[src/hw/rtl/ccc_pkg.sv]
// ----------------------------------------------------------------------------
// ccc_pkg
// Shared types, constants and helper functions for the clock set and chime
// controller.
// ----------------------------------------------------------------------------
package ccc_pkg;

  localparam logic [3:0] DigitBlank  = 4'd10;
  localparam logic [7:0] ShortMin    = 8'd10;
  localparam logic [7:0] ShortMax    = 8'd15;
  localparam logic [5:0] ReleaseLoad = 6'd50;
  localparam logic [4:0] HourNoon    = 5'd12;
  localparam logic [4:0] HourLast    = 5'd23;
  localparam logic [5:0] MinuteLast  = 6'd59;
  localparam logic [4:0] BrightReset = 5'd15;

  typedef enum logic [2:0] {
    CFG_CHIME_FIRST  = 3'd0,
    CFG_CHIME_LAST   = 3'd1,
    CFG_LONG_PRESS   = 3'd2,
    CFG_SET_TIMEOUT  = 3'd3,
    CFG_HOUR_REPEAT  = 3'd4,
    CFG_MINUTE_REPEAT = 3'd5,
    CFG_BRIGHT_MAX   = 3'd6
  } cfg_idx_t;

  typedef enum logic [1:0] {
    STEP_CAPTURE = 2'd0,
    STEP_HOUR    = 2'd1,
    STEP_MINUTE  = 2'd2,
    STEP_WRITE   = 2'd3
  } edit_step_t;

  typedef enum logic [1:0] {
    GRP_HOUR   = 2'd0,
    GRP_MINUTE = 2'd1,
    GRP_ALL    = 2'd2
  } blink_grp_t;

  typedef struct packed {
    logic [4:0] chime_first;
    logic [4:0] chime_last;
    logic [7:0] long_press;
    logic [9:0] set_timeout;
    logic [7:0] hour_repeat;
    logic [7:0] minute_repeat;
    logic [4:0] bright_max;
  } cfg_t;

  typedef struct packed {
    logic       key_mode;
    logic       key_up;
    logic       key_down;
    logic [4:0] hour;
    logic [5:0] minute;
    logic [5:0] second;
  } tick_t;

  // request from the control engine to the display formatter
  typedef struct packed {
    logic       upd;
    logic [4:0] hour;
    logic [5:0] minute;
    logic       blank_lead;
  } disp_req_t;

  typedef struct packed {
    logic       chime;
    logic       blink_on;
    logic [1:0] blink_group;
    logic [4:0] brightness;
    logic       write_time;
    logic [4:0] write_hour;
    logic [5:0] write_minute;
    logic [5:0] write_second;
  } ctl_res_t;

  // saturating increment of a hold counter
  function automatic logic [7:0] bump8(input logic [7:0] c);
    return (c == 8'hFF) ? 8'hFF : c + 8'd1;
  endfunction

  // split a value of 0..63 into {tens, ones}
  function automatic logic [7:0] dec_split(input logic [5:0] v);
    logic [3:0] tens;
    logic [5:0] base;
    if (v >= 6'd60)      tens = 4'd6;
    else if (v >= 6'd50) tens = 4'd5;
    else if (v >= 6'd40) tens = 4'd4;
    else if (v >= 6'd30) tens = 4'd3;
    else if (v >= 6'd20) tens = 4'd2;
    else if (v >= 6'd10) tens = 4'd1;
    else                 tens = 4'd0;
    base = 6'(6'(tens) * 6'd10);
    return {tens, 4'(v - base)};
  endfunction

endpackage

[src/hw/rtl/ccc_display.sv]
// ----------------------------------------------------------------------------
// ccc_display
// Digit formatter: splits hour and minute into four decimal digits, blanks a
// leading hour zero on request and holds the shown digits between updates.
// ----------------------------------------------------------------------------
module ccc_display
  import ccc_pkg::*;
(
  input  logic       clk,
  input  logic       rst_n,
  input  logic       en,
  input  disp_req_t  req,
  output logic [3:0] digits_nxt [4]
);

  logic [3:0] digits_r [4];
  logic [7:0] hour_split;
  logic [7:0] min_split;

  assign hour_split = dec_split({1'b0, req.hour});
  assign min_split  = dec_split(req.minute);

  always_comb begin
    for (int i = 0; i < 4; i++) begin
      digits_nxt[i] = digits_r[i];
    end
    if (req.upd) begin
      digits_nxt[0] = (req.blank_lead && hour_split[7:4] == 4'd0) ? DigitBlank
                                                                   : hour_split[7:4];
      digits_nxt[1] = hour_split[3:0];
      digits_nxt[2] = min_split[7:4];
      digits_nxt[3] = min_split[3:0];
    end
  end

  always_ff @(posedge clk) begin
    if (!rst_n) begin
      for (int i = 0; i < 4; i++) begin
        digits_r[i] <= DigitBlank;
      end
    end else if (en) begin
      for (int i = 0; i < 4; i++) begin
        digits_r[i] <= digits_nxt[i];
      end
    end
  end

endmodule

[src/hw/rtl/ccc_engine.sv]
// ----------------------------------------------------------------------------
// ccc_engine
// Per-tick control: key hold counting, short and long press, chime, brightness
// auto-repeat, set mode sequencing with hour and minute edit and idle timeout.
// ----------------------------------------------------------------------------
module ccc_engine
  import ccc_pkg::*;
(
  input  logic      clk,
  input  logic      rst_n,
  input  logic      en,
  input  cfg_t      cfg,
  input  tick_t     tick,
  output disp_req_t disp_req,
  output ctl_res_t  res
);

  logic       set_r, set_nxt;
  edit_step_t step_r, step_nxt;
  logic [7:0] mhc_r, mhc_nxt;
  logic       spp_r, spp_nxt;
  logic [5:0] rw_r, rw_nxt;
  logic       flag_r, flag_nxt;
  logic [7:0] uhc_r, uhc_nxt;
  logic [7:0] dhc_r, dhc_nxt;
  logic [9:0] idle_r, idle_nxt;
  logic [4:0] eh_r, eh_nxt;
  logic [5:0] em_r, em_nxt;
  logic [5:0] es_r, es_nxt;
  logic [4:0] bl_r, bl_nxt;
  logic       chime_r, chime_nxt;
  logic       blink_on_r, blink_on_nxt;
  blink_grp_t grp_r, grp_nxt;

  logic [7:0] mhc_b, uhc_b, dhc_b;
  logic [4:0] bmax;
  logic [5:0] bl_tmp;
  logic [4:0] hour12;
  logic [9:0] idle_dec;
  logic       wr;

  assign mhc_b = bump8(mhc_r);
  assign uhc_b = bump8(uhc_r);
  assign dhc_b = bump8(dhc_r);
  assign bmax  = (cfg.bright_max == 5'd0) ? 5'd1 : cfg.bright_max;
  assign idle_dec = (idle_r == 10'd0) ? 10'd0 : idle_r - 10'd1;

  always_comb begin
    set_nxt      = set_r;
    step_nxt     = step_r;
    mhc_nxt      = mhc_r;
    spp_nxt      = spp_r;
    rw_nxt       = rw_r;
    flag_nxt     = flag_r;
    uhc_nxt      = uhc_r;
    dhc_nxt      = dhc_r;
    idle_nxt     = idle_r;
    eh_nxt       = eh_r;
    em_nxt       = em_r;
    es_nxt       = es_r;
    bl_nxt       = bl_r;
    chime_nxt    = chime_r;
    blink_on_nxt = blink_on_r;
    grp_nxt      = grp_r;
    wr           = 1'b0;
    bl_tmp       = {1'b0, bl_r};
    hour12       = tick.hour;
    disp_req     = '{upd: 1'b0, hour: eh_r, minute: em_r, blank_lead: 1'b1};

    if (!set_r) begin
      blink_on_nxt = 1'b0;
      if (cfg.chime_first <= tick.hour && tick.hour <= cfg.chime_last) begin
        chime_nxt = (tick.minute == 6'd0) && (tick.second[5:2] == 4'd0) && !tick.second[0];
      end

      if (tick.key_mode) begin
        mhc_nxt = mhc_b;
        if (mhc_b > ShortMin && mhc_b < ShortMax) begin
          spp_nxt = 1'b1;
          rw_nxt  = ReleaseLoad;
        end
        if (mhc_b > cfg.long_press) begin
          set_nxt  = 1'b1;
          idle_nxt = cfg.set_timeout;
          mhc_nxt  = 8'd0;
        end
      end else if (spp_r && rw_r != 6'd0) begin
        flag_nxt = ~flag_r;
        spp_nxt  = 1'b0;
        mhc_nxt  = 8'd0;
      end else if (rw_r != 6'd0) begin
        rw_nxt = rw_r - 6'd1;
      end

      hour12   = (flag_nxt && tick.hour > HourNoon) ? tick.hour - HourNoon : tick.hour;
      disp_req = '{upd: 1'b1, hour: hour12, minute: tick.minute, blank_lead: 1'b1};

      if (tick.key_up) begin
        uhc_nxt = uhc_b;
        if (uhc_b > cfg.hour_repeat) begin
          bl_tmp  = bl_tmp + 6'd1;
          bl_tmp  = (bl_tmp > {1'b0, bmax}) ? {1'b0, bmax} : bl_tmp;
          uhc_nxt = 8'd0;
        end
      end
      if (tick.key_down) begin
        dhc_nxt = dhc_b;
        if (dhc_b > cfg.hour_repeat) begin
          bl_tmp  = (bl_tmp <= 6'd1) ? 6'd1 : bl_tmp - 6'd1;
          bl_tmp  = (bl_tmp > {1'b0, bmax}) ? {1'b0, bmax} : bl_tmp;
          dhc_nxt = 8'd0;
        end
      end
      bl_nxt = bl_tmp[4:0];
    end else begin
      if (tick.key_mode) begin
        mhc_nxt = mhc_b;
        if (mhc_b > cfg.long_press) begin
          step_nxt = edit_step_t'(step_r + 2'd1);
          idle_nxt = cfg.set_timeout;
          mhc_nxt  = 8'd0;
        end
      end else begin
        idle_nxt = idle_dec;
        if (idle_dec == 10'd0) begin
          set_nxt  = 1'b0;
          step_nxt = STEP_CAPTURE;
        end
      end

      unique case (step_nxt)
        STEP_HOUR: begin
          blink_on_nxt = 1'b1;
          grp_nxt      = GRP_HOUR;
          disp_req     = '{upd: 1'b1, hour: eh_r, minute: em_r, blank_lead: 1'b1};
          if (tick.key_up) begin
            uhc_nxt = uhc_b;
            if (uhc_b > cfg.hour_repeat) begin
              eh_nxt   = (eh_nxt >= HourLast) ? 5'd0 : eh_nxt + 5'd1;
              idle_nxt = cfg.set_timeout;
              uhc_nxt  = 8'd0;
            end
          end
          if (tick.key_down) begin
            dhc_nxt = dhc_b;
            if (dhc_b > cfg.hour_repeat) begin
              eh_nxt   = (eh_nxt == 5'd0) ? HourLast : eh_nxt - 5'd1;
              idle_nxt = cfg.set_timeout;
              dhc_nxt  = 8'd0;
            end
          end
        end
        STEP_MINUTE: begin
          blink_on_nxt = 1'b1;
          grp_nxt      = GRP_MINUTE;
          disp_req     = '{upd: 1'b1, hour: eh_r, minute: em_r, blank_lead: 1'b0};
          if (tick.key_up) begin
            uhc_nxt = uhc_b;
            if (uhc_b > cfg.minute_repeat) begin
              em_nxt   = (em_nxt >= MinuteLast) ? 6'd0 : em_nxt + 6'd1;
              idle_nxt = cfg.set_timeout;
              uhc_nxt  = 8'd0;
            end
          end
          if (tick.key_down) begin
            dhc_nxt = dhc_b;
            if (dhc_b > cfg.minute_repeat) begin
              em_nxt   = (em_nxt == 6'd0) ? MinuteLast : em_nxt - 6'd1;
              idle_nxt = cfg.set_timeout;
              dhc_nxt  = 8'd0;
            end
          end
        end
        STEP_WRITE: begin
          wr       = 1'b1;
          step_nxt = STEP_CAPTURE;
          set_nxt  = 1'b0;
        end
        STEP_CAPTURE: begin
          blink_on_nxt = 1'b1;
          grp_nxt      = GRP_ALL;
          eh_nxt       = tick.hour;
          em_nxt       = tick.minute;
          es_nxt       = tick.second;
        end
      endcase
    end
  end

  always_comb begin
    res.chime        = chime_nxt;
    res.blink_on     = blink_on_nxt;
    res.blink_group  = grp_nxt;
    res.brightness   = bl_nxt;
    res.write_time   = wr;
    res.write_hour   = wr ? eh_nxt : 5'd0;
    res.write_minute = wr ? em_nxt : 6'd0;
    res.write_second = wr ? es_nxt : 6'd0;
  end

  always_ff @(posedge clk) begin
    if (!rst_n) begin
      set_r      <= 1'b0;
      step_r     <= STEP_CAPTURE;
      mhc_r      <= 8'd0;
      spp_r      <= 1'b0;
      rw_r       <= 6'd0;
      flag_r     <= 1'b0;
      uhc_r      <= 8'd0;
      dhc_r      <= 8'd0;
      idle_r     <= 10'd0;
      eh_r       <= 5'd0;
      em_r       <= 6'd0;
      es_r       <= 6'd0;
      bl_r       <= BrightReset;
      chime_r    <= 1'b0;
      blink_on_r <= 1'b0;
      grp_r      <= GRP_HOUR;
    end else if (en) begin
      set_r      <= set_nxt;
      step_r     <= step_nxt;
      mhc_r      <= mhc_nxt;
      spp_r      <= spp_nxt;
      rw_r       <= rw_nxt;
      flag_r     <= flag_nxt;
      uhc_r      <= uhc_nxt;
      dhc_r      <= dhc_nxt;
      idle_r     <= idle_nxt;
      eh_r       <= eh_nxt;
      em_r       <= em_nxt;
      es_r       <= es_nxt;
      bl_r       <= bl_nxt;
      chime_r    <= chime_nxt;
      blink_on_r <= blink_on_nxt;
      grp_r      <= grp_nxt;
    end
  end

endmodule

[src/hw/rtl/clock_set_and_chime_controller.sv]
// ----------------------------------------------------------------------------
// clock_set_and_chime_controller
// Top level: configuration registers, input register, control engine, digit
// formatter and result register.
// ----------------------------------------------------------------------------
// One transaction on the input channel is one 20 ms tick; it yields exactly
// one result transaction. The block takes a tick every clock cycle while
// out_ready stays high: a tick is held in the input register, the control
// engine and digit formatter evaluate it in a single pass, and the result
// register loads the outcome when the result slot is empty or being taken.
// While a result waits for out_ready the input register still takes one
// more tick; in_ready then drops until the waiting result leaves. The
// configuration port is always ready; write it only while no tick is in
// flight. Indexes beyond the register list are ignored.
module clock_set_and_chime_controller
  import ccc_pkg::*;
(
  input  logic       clk,
  input  logic       rst_n,
  input  logic       cfg_valid,
  output logic       cfg_ready,
  input  logic [2:0] cfg_index,
  input  logic [9:0] cfg_data,
  input  logic       in_valid,
  output logic       in_ready,
  input  logic       in_key_mode,
  input  logic       in_key_up,
  input  logic       in_key_down,
  input  logic [4:0] in_now_hour,
  input  logic [5:0] in_now_minute,
  input  logic [5:0] in_now_second,
  output logic       out_valid,
  input  logic       out_ready,
  output logic       out_chime_level,
  output logic [3:0] out_digit_one,
  output logic [3:0] out_digit_two,
  output logic [3:0] out_digit_three,
  output logic [3:0] out_digit_four,
  output logic       out_blink_on,
  output logic [1:0] out_blink_group,
  output logic [4:0] out_brightness,
  output logic       out_write_time,
  output logic [4:0] out_write_hour,
  output logic [5:0] out_write_minute,
  output logic [5:0] out_write_second
);

  cfg_t       cfg_r;
  tick_t      tick_r;
  logic       in_vld_r;
  logic       out_vld_r;
  logic       adv;
  disp_req_t  disp_req;
  ctl_res_t   res;
  logic [3:0] digits_nxt [4];
  ctl_res_t   res_r;
  logic [3:0] digits_r [4];

  assign cfg_ready = 1'b1;
  assign adv       = in_vld_r && (!out_vld_r || out_ready);
  assign in_ready  = !in_vld_r || adv;

  always_ff @(posedge clk) begin
    if (!rst_n) begin
      cfg_r <= '{chime_first: 5'd6, chime_last: 5'd22, long_press: 8'd50,
                 set_timeout: 10'd800, hour_repeat: 8'd10, minute_repeat: 8'd15,
                 bright_max: 5'd30};
    end else if (cfg_valid && cfg_ready) begin
      unique case (cfg_idx_t'(cfg_index))
        CFG_CHIME_FIRST:   cfg_r.chime_first   <= cfg_data[4:0];
        CFG_CHIME_LAST:    cfg_r.chime_last    <= cfg_data[4:0];
        CFG_LONG_PRESS:    cfg_r.long_press    <= cfg_data[7:0];
        CFG_SET_TIMEOUT:   cfg_r.set_timeout   <= cfg_data;
        CFG_HOUR_REPEAT:   cfg_r.hour_repeat   <= cfg_data[7:0];
        CFG_MINUTE_REPEAT: cfg_r.minute_repeat <= cfg_data[7:0];
        CFG_BRIGHT_MAX:    cfg_r.bright_max    <= cfg_data[4:0];
        default: ;
      endcase
    end
  end

  // input register
  always_ff @(posedge clk) begin
    if (!rst_n) begin
      in_vld_r <= 1'b0;
    end else if (in_ready) begin
      in_vld_r <= in_valid;
    end
  end

  always_ff @(posedge clk) begin
    if (in_valid && in_ready) begin
      tick_r <= '{key_mode: in_key_mode, key_up: in_key_up, key_down: in_key_down,
                  hour: in_now_hour, minute: in_now_minute, second: in_now_second};
    end
  end

  ccc_engine u_engine (
    .clk      (clk),
    .rst_n    (rst_n),
    .en       (adv),
    .cfg      (cfg_r),
    .tick     (tick_r),
    .disp_req (disp_req),
    .res      (res)
  );

  ccc_display u_display (
    .clk        (clk),
    .rst_n      (rst_n),
    .en         (adv),
    .req        (disp_req),
    .digits_nxt (digits_nxt)
  );

  // result register
  always_ff @(posedge clk) begin
    if (!rst_n) begin
      out_vld_r <= 1'b0;
    end else if (adv) begin
      out_vld_r <= 1'b1;
    end else if (out_ready) begin
      out_vld_r <= 1'b0;
    end
  end

  always_ff @(posedge clk) begin
    if (adv) begin
      res_r <= res;
      for (int i = 0; i < 4; i++) begin
        digits_r[i] <= digits_nxt[i];
      end
    end
  end

  assign out_valid        = out_vld_r;
  assign out_chime_level  = res_r.chime;
  assign out_digit_one    = digits_r[0];
  assign out_digit_two    = digits_r[1];
  assign out_digit_three  = digits_r[2];
  assign out_digit_four   = digits_r[3];
  assign out_blink_on     = res_r.blink_on;
  assign out_blink_group  = res_r.blink_group;
  assign out_brightness   = res_r.brightness;
  assign out_write_time   = res_r.write_time;
  assign out_write_hour   = res_r.write_hour;
  assign out_write_minute = res_r.write_minute;
  assign out_write_second = res_r.write_second;

endmodule

[config.mk]
export PLATFORM = sky130hd
export DESIGN_NAME = clock_set_and_chime_controller
export DESIGN_NICKNAME = d
export VERILOG_FILES = /design/src/hw/rtl/ccc_pkg.sv /design/src/hw/rtl/ccc_display.sv /design/src/hw/rtl/ccc_engine.sv /design/src/hw/rtl/clock_set_and_chime_controller.sv
export SDC_FILE = /design/constraint.sdc
export NUM_CORES = 1
export LEC_CHECK = 0
export ABC_AREA = 1
export BUFFER_PORTS_ARGS = -buffer_cell sky130_fd_sc_hd__buf_2
export CAP_MARGIN = 20
export CORE_MARGIN = 4
export CORE_UTILIZATION = 56
export DETAILED_ROUTE_END_ITERATION = 8
export MAX_ROUTING_LAYER = met4
export PLACE_DENSITY = 0.78
export RECOVER_POWER = 50
export SYNTH_ARGS = -nofsm -noshare
export SYNTH_HDL_FRONTEND = slang
export SYNTH_SLANG_ARGS = --single-unit
[constraint.sdc]
create_clock -name clk -period 4.6 [get_ports clk]
set_input_delay 0.23 -clock clk [delete_from_list [all_inputs] [get_ports clk]]
set_output_delay 0.23 -clock clk [all_outputs]
set_load 0.02 [all_outputs]
==> Word-level counts from Yosys, hierarchy flattened <==
Memories as Yosys holds them, arrays and structs flattened.
Cells that the tools add are included.
{ "word_totals": {"register_bits": 169, "ramBits": 32, "inputBits": 38, "output_inout_bits": 46, "elab_cells": 277, "n_memories": 2} }
{ "op_classes": {"addsub": 15, "n_mul": 2, "n_lt_le_gt_ge": 27, "n_eq_ne": 18, "n_mux": 123, "bitwise_logic": 6, "n_reduce_logical": 45} }
{ "memory_table": {"columns": ["name", "depth", "width", "rd", "rd_clocked_by_memory_dff", "write_ports", "line", "source"], "rows": [
  ["digits_r", 4, 4, 4, 0, 4, "clock_set_and_chime_controller.sv:57", "logic [3:0] digits_r [4];"],
  ["u_display.digits_r", 4, 4, 4, 0, 4, "ccc_display.sv:16", "logic [3:0] digits_r [4];"]
]} }
{ "op_table": {"columns": ["cell", "count"], "rows": [
  ["$mux 8", 18],
  ["$mux 10", 13],
  ["$mux 6", 20],
  ["$mux 5", 15],
  ["$mux 4", 15],
  ["$gt 8x8->1", 5],
  ["$pmux 8 s2", 2],
  ["$mux 1", 27],
  ["$pmux 13 s2", 1],
  ["$add 8x1->8 const B", 3],
  ["$eq 8x8->1 const B", 3],
  ["$ge 6x6->1 const B", 4],
  ["$logic_not 10->1", 2],
  ["$pmux 10 s2", 1],
  ["$reduce_and 2->1", 10],
  ["$ge 5x6->1 const B", 3],
  ["$sub 6x1->6 const B", 3],
  ["$mux 16", 1],
  ["$ge 5x5->1 const B", 3],
  ["$mux 13", 1],
  ["$ge 6x5->1 const B", 2],
  ["$gt 6x5->1", 2],
  ["$logic_not 6->1", 2],
  ["$mux 2", 6],
  ["42 further kinds", 74]
]} }

==> Depth between registers and ports, before layout <==
Gate-level depths: netlist of the first run.
{ "depth": {"ltp_word": 21, "depth_mapped": 40, "ltp_nobuf": 39} }

==> Cells and area by module <==
A second synthesis of the first run with hierarchy kept.
{ "hier_totals": {"hier_cells": 1793, "area_unflattened_um2": 12831.1} }
{ "by_module_without_submodules": {"columns": ["module", "instances", "cells_per_inst", "area_each_um2", "seq_area_each_um2"], "rows": [
  ["ccc_engine", 1, 1297, 7797.5, 1421.4],
  ["clock_set_and_chime_controller", 1, 349, 3928.8, 2912.8],
  ["ccc_display", 1, 147, 1104.8, 480.5]
]} }

==> Worst setup path after synthesis of the first run <==
OpenSTA, ideal clock, no wires.
{ "synth_path": {"path_type": "reg-to-reg", "start": "register u_engine.uhc_r[0]", "end": "register res_r (netlist bit out_brightness[2]), data pin", "setup_ns": 0.253, "t_arrival_ns": 4.511, "t_required_ns": 4.347, "setup_slack_ns": -0.164, "stages_incl_launch_ff": 36, "n_path_buf": 1, "synth_period_minus_slack_ns": 4.764, "cell_sequence": "dfxtp_1 ha_1 nand2_1 nor2_1 nand2_1 nor4_1 a21oi_1 inv_1 ha_1 a21oi_1 o21ai_1 nand2_1 o211ai_2 nand2_1 nor2_4 inv_2 buf_2 nand2_1 nand2_4 ha_1 nor2_1 nor2_1 nand2_4 inv_1 nor2_1 ha_1 nand2_1 o21ai_0 a21oi_1 or2_2 a21oi_1 inv_1 nand4_1 nand3_1 nand2_1 nand2_1"} }
{ "synth_rtl": {"columns": ["element", "line", "source"], "rows": [
  ["start: declaration", "ccc_engine.sv:24", "logic [7:0] uhc_r, uhc_nxt;"],
  ["start signal: assignment", "ccc_engine.sv:226", "uhc_r <= uhc_nxt;"],
  ["end signal: assignment", "clock_set_and_chime_controller.sv:129", "res_r <= res;"],
  ["end: declaration", "clock_set_and_chime_controller.sv:56", "ctl_res_t res_r;"]
]} }

==> out/results.txt, run 1 <==
Crit path DAT - 4.83 ns
Die height - 157 um
Initial antenna violation count - 0
Most frequent cells after synthesis - nand2_1, inv_1, o21ai_0, nor2_1, dfxtp_1
Final Cell Area - 0.0145 mm^2
Vias in the first global route - 11200
Port bufs - 82
Final WS setup - 0.0526 ns
Seq/Total Area, Yosys - 0.390
Fin crit share - 0.989
Crit-path slowest cell - dfxtp_2
Routability congestion estimate - 0.939
Max-cap violation count - 1
Placed cells - 2020
First-pass GRT wire length - 55500 um
Setup Viol. Count Final - 0
Worst stage delay on the critical path - 0.34 ns
Core ar. - 0.0218 mm^2
Detailed Route WL - 34300 um
Synth Flop Type - dfxtp_1
Fmax - 220 MHz
Clock slew at the register clock pins of the worst setup and hold paths - 0.06 ns
Syn_area_per_cell - 7.48 um^2
Hold depth - 3
Area growth from synthesis to layout - 17.3%
Gate power share - 0.177
Largest net degree at the start of global routing - 61
VDD IR max - 0.218 mV
Sequential Power Share - 0.423
Count leader, synth - nand2_1
Synth Instances - 1652
Util after Layout - 0.666
Hold_sp - cfg_data[0]
Layout cells sized above 1 - 0.133
Yosys reg bits - 201
Crit end category - flop
Rel. slew slack - -0.671
Worst Hold Class - in2reg
Psw - 1.37 mW
Yosys top cell by area - dfxtp_1
Post-Synthesis Cell Area - 0.0124 mm^2
Worst slack at placement - -0.0692 ns
Clock network power share - 0.399
Final TNS setup - 0 ns
Synth top area share - 0.198
Global Route Usage Sum - 0.284
Iter 0 DRT Violations - 1016
Via Count - 11800
Synth area leaders - dfxtp_1, edfxtp_1, nand2_1
WP data required - 4.89 ns
Final nets - 1921
Routed Antenna Nets - 0
Switch share - 0.291
Critical path peak fanout - 5
CTS tree - built
Pwr Total - 4.69 mW
Clock skew - 0.0240 ns
CTS buffer count - 23
Clock latency on the worst-skew pair - 0.55 ns
Worst R2R End - out_brightness[2]
Initial Utilization - 0.568
Asr flop ratio synth - 0
Hold Slack - 0.0598 ns
Crit Path Class - reg2reg
Run status - complete, but fails checks
Layout Cells excl Fill - 2096
RSZ-0062 raised after global routing - yes
H-tree lvl count - 1
Clk sinks - 201
Synth warnings - 0
Die area - 0.0245 mm^2
Slew Limit Fails - 44
DP Wirelength - 24700 um
Leak - 6.43 nW
Hold endpoint - cfg_r[39]
Tmin final - 4.55 ns
Drt drc - 0
DR WL/cell - 16.4 um
Setup crit start kind - flop
Vias/cell - 5.64
Syn Nets - 1774
Die X - 157 um
DP Area - 0.0133 mm^2
PwrDens - 324 mW/mm^2
Pint - 3.33 mW
Boundary Pins - 84
Logic depth of the worst register-to-register path - 35
Tightest Pin Transition - 2.51 ns
N_diodes - 0
Final Hold Fails - 0
Reg2reg setup slack - 0.05 ns
Root Driver - clkbuf_16
Cell variety after synth - 56
Reg2reg start - u_engine.uhc_r[0]
Overflow after GRT - 0
Failing checks - capacitance limit, slew limit
Site Rows - 54
CTS Buffer Depth - 3
Number of synthesized flops with an enable pin - 79
TritonRoute pass-1 iters - 5
## logic make-up after synthesis
logic type,share of synthesized area
AOI/OAI and AO/OA,0.174
other,0.000304
muxes,0.000912
adders and majority gates,0.0863
buffers and inverters,0.0911
and+or+nand+nor,0.243
xor gates and xnor gates,0.0149
DFF,0.390
## how the worst max path moves through the flow
stage	slack, ns	cells past startpoint	start	end
after CTS	0.03	35	u_engine.uhc_r[2]	out_brightness[0]
after detailed placement	-0.07	35	u_engine.uhc_r[2]	out_brightness[1]
after global routing	-0.26	36	u_engine.uhc_r[0]	out_brightness[2]
after global placement	0.07	35	u_engine.uhc_r[1]	out_brightness[0]
after floorplan	0.04	35	u_engine.uhc_r[0]	out_brightness[2]
final	0.05	35	u_engine.uhc_r[0]	out_brightness[2]
## sequential cells by signal, summed over array words and instances (netlist names), 8 cells and up
| register | flops |
|---|---|
| cfg_r | 49 |
| tick_r | 20 |
| digits_r | 16 |
| u_display.digits_r | 16 |
| u_engine.idle_r | 10 |
| u_engine.dhc_r | 8 |
| u_engine.mhc_r | 8 |
| u_engine.uhc_r | 8 |
## critical path: cells and delay by family (launching register included)
| family | cells | cell delay [ns] |
|---|---|---|
| and+or+nand+nor | 21 | 2.24 |
| buffers and inverters | 6 | 0.39 |
| DFF | 1 | 0.34 |
| adders and majority gates | 3 | 0.76 |
| AOI/OAI and AO/OA | 5 | 0.53 |
## routing by layer
layer  track usage  share of wire  wire [um]  vias up
met3        0.0442          0.073       2510       83
li1              -              -          -     5841
met5             -              0          0        -
met2         0.463           0.47      16100      448
met1         0.368           0.43      14700     5447
met4        0.0798          0.028        959        0
## placed cells by master (no fill, tap or decap), types with 54 or more instances in the layout
cell	n
a21oi_1	108
buf_4	61
clkbuf_1	54
dfxtp_1	119
edfxtp_1	79
ha_1	81
inv_1	227
nand2_1	345
nand3_1	76
nor2_1	126
o21ai_0	140
## layout make-up
type	instances	area, um^2
multi-input combinational	1163	6590
tap	280	350
inverter	240	901
clock inverter	11	100
timing repair buffer	170	1060
sequential	201	4820
fill	1877	7260
clock buffer	31	671
## power groups by stage
stage / Combinational, mW / Clock, mW / Sequential [mW]
6_report: 0.832 / 1.88 / 1.99
5_1_grt: 0.934 / 1.98 / 1.99
4_1_cts: 0.788 / 1.89 / 1.98
3_5_place_dp: 0.763 / 0 / 2.02
3_3_place_gp: 0.746 / 0 / 2.02
2_1_floorplan: 0.519 / 0 / 2.03
## repair_timing
item                                    CTS  global route
hold buffers                             25             0
hold endpoints to repair                 25             0
buffers inserted                          0             8
endpoints found under the setup margin   10            47
resized for setup                         3            54
cloned                                    0             0
pin swaps                                 1            36
Power figures use the tool's default switching activity.
==> run 2: changes to the inputs <==
CORE_UTILIZATION = 51   (was 56)
PLACE_DENSITY = 0.72   (was 0.78)
SKIP_CTS_REPAIR_TIMING = 1   (was not set)
==> out/results.txt, run 2 (synthesis gave the netlist of run 1 again) <==
Pwr Total - 4.58 mW
Boundary Pins - 84
Final nets - 1910
Tmin final - 4.62 ns
Crit. Startpoint - u_engine.uhc_r[0]
Vias in the first global route - 10800
Critical path peak fanout - 6
Max reg flops - 49
Rel. slew slack - -0.595
CTS tree - built
Routability congestion estimate - 1.00
Commonest non-fill, non-tap cells in the layout - nand2_1, inv_1, o21ai_0
Fin crit share - 1.00
Final Hold Fails - 0
Initial antenna violation count - 0
CTS Buffer Depth - 3
Util after Layout - 0.612
Crit path top cell by count - nand2_2
Detailed Route WL - 33700 um
Clock latency on the worst-skew pair - 0.52 ns
DR WL/cell - 15.9 um
Slew Limit Fails - 63
Max-cap violation count - 2
# fillers - 2179
Crit Path Class - reg2reg
Overflow after GRT - 0
Worst stage delay on the critical path - 0.34 ns
N_diodes - 0
Die height - 164 um
Tightest Pin Transition - 2.39 ns
Top Registers - cfg_r x49, tick_r x20
PwrDens - 317 mW/mm^2
Setup Viol. Count Final - 1
Run status - complete, but fails checks
Crit path DAT - 4.88 ns
H-tree lvl count - 1
Crit end category - flop
Crit-path slowest cell - dfxtp_2
Vias/cell - 5.52
Layout cells sized above 1 - 0.127
Fmax - 217 MHz
Routed Antenna Nets - 0
Failing checks - capacitance limit, slew limit, setup timing
Initial Utilization - 0.523
Clock skew - 0.0146 ns
Largest net degree at the start of global routing - 61
Site Rows - 56
Drt drc - 0
Port bufs - 82
Core ar. - 0.0236 mm^2
Die X - 164 um
Die area - 0.0268 mm^2
Via Count - 11700
First-pass GRT wire length - 53700 um
Iter 0 DRT Violations - 989
DP Wirelength - 24600 um
CP Buf/Inv Count - 6
Clk sinks - 201
Leak - 6.36 nW
Crit path max-delay family - simple AND/OR/NAND/NOR gates
Layout Cells excl Fill - 2124
Global Route Usage Sum - 0.252
VDD IR max - 0.241 mV
Clock slew at the register clock pins of the worst setup and hold paths - 0.06 ns
Worst Hold Class - in2reg
Placed cells - 2054
Final WS setup - -0.0184 ns
Root Driver - clkbuf_16
Reg2reg start - u_engine.uhc_r[0]
TritonRoute pass-1 iters - 6
Hold_sp - in_valid
WP data required - 4.86 ns
Biggest register - cfg_r
Area growth from synthesis to layout - 16.9%
RSZ-0062 raised after global routing - yes
Commonest non-fill, non-tap cell in the layout - nand2_1
CTS buffer count - 23
Setup crit start kind - flop
run 2: final timing paths:
kind / endpoint / cells past startpoint / slack, ns
setup reg to reg: out_brightness[2] / 36 / -0.02
setup / recovery: out_brightness[2] / 36 / -0.02
hold reg to reg: cfg_r[37] / 2 / 0.46
hold / removal: in_vld_r / 3 / 0.009
run 2: final cells by class:
type / count / area, um^2 / area share
Tap cell: 319 / 399 / 0.0276
Timing Repair Buffer: 159 / 975 / 0.0675
Sequential cell: 201 / 4820 / 0.334
Inverter: 240 / 903 / 0.0626
Clock inverter: 13 / 106 / 0.00737
Multi-Input combinational cell: 1163 / 6620 / 0.458
Clock buffer: 29 / 618 / 0.0428
run 2: power by group:
group          switching (mW)  internal, mW  total (mW)
sequential             0.0486          1.94        1.99
clock                   0.748          1.02        1.76
combinational           0.525         0.301       0.825
total                    1.32          3.25        4.58
run 2: worst register-to-register path, delay by kind of cell, from the launching register on:
family          cells  cell delay [ns]
simple gates       20             1.95
flops               1             0.34
compound gates      6             0.70
fa+ha+maj           4             0.83
buf+inv             6             0.54
run 2: metal layers:
layer  global-route usage  wire [um]  up-vias
li1                     -          -     5833
met1                0.343      15200     5395
met2                0.394      15200      431
met3               0.0338       2460       66
met4               0.0755        867        0
met5                    -          0        -
run 2: stage by stage:
stage	hold slack (ns)	area [um^2]	setup slack (ns)	setup TNS, ns
floorplan	0.329	12400	0.0446	0
global placement	0.407	13300	0.0455	0
detailed placement	0.408	13300	-0.0599	-0.280
CTS	-0.134	14000	-0.0991	-0.631
global route	0.0402	14400	-0.283	-2.68
finish	0.00878	14400	-0.0184	-0.0184
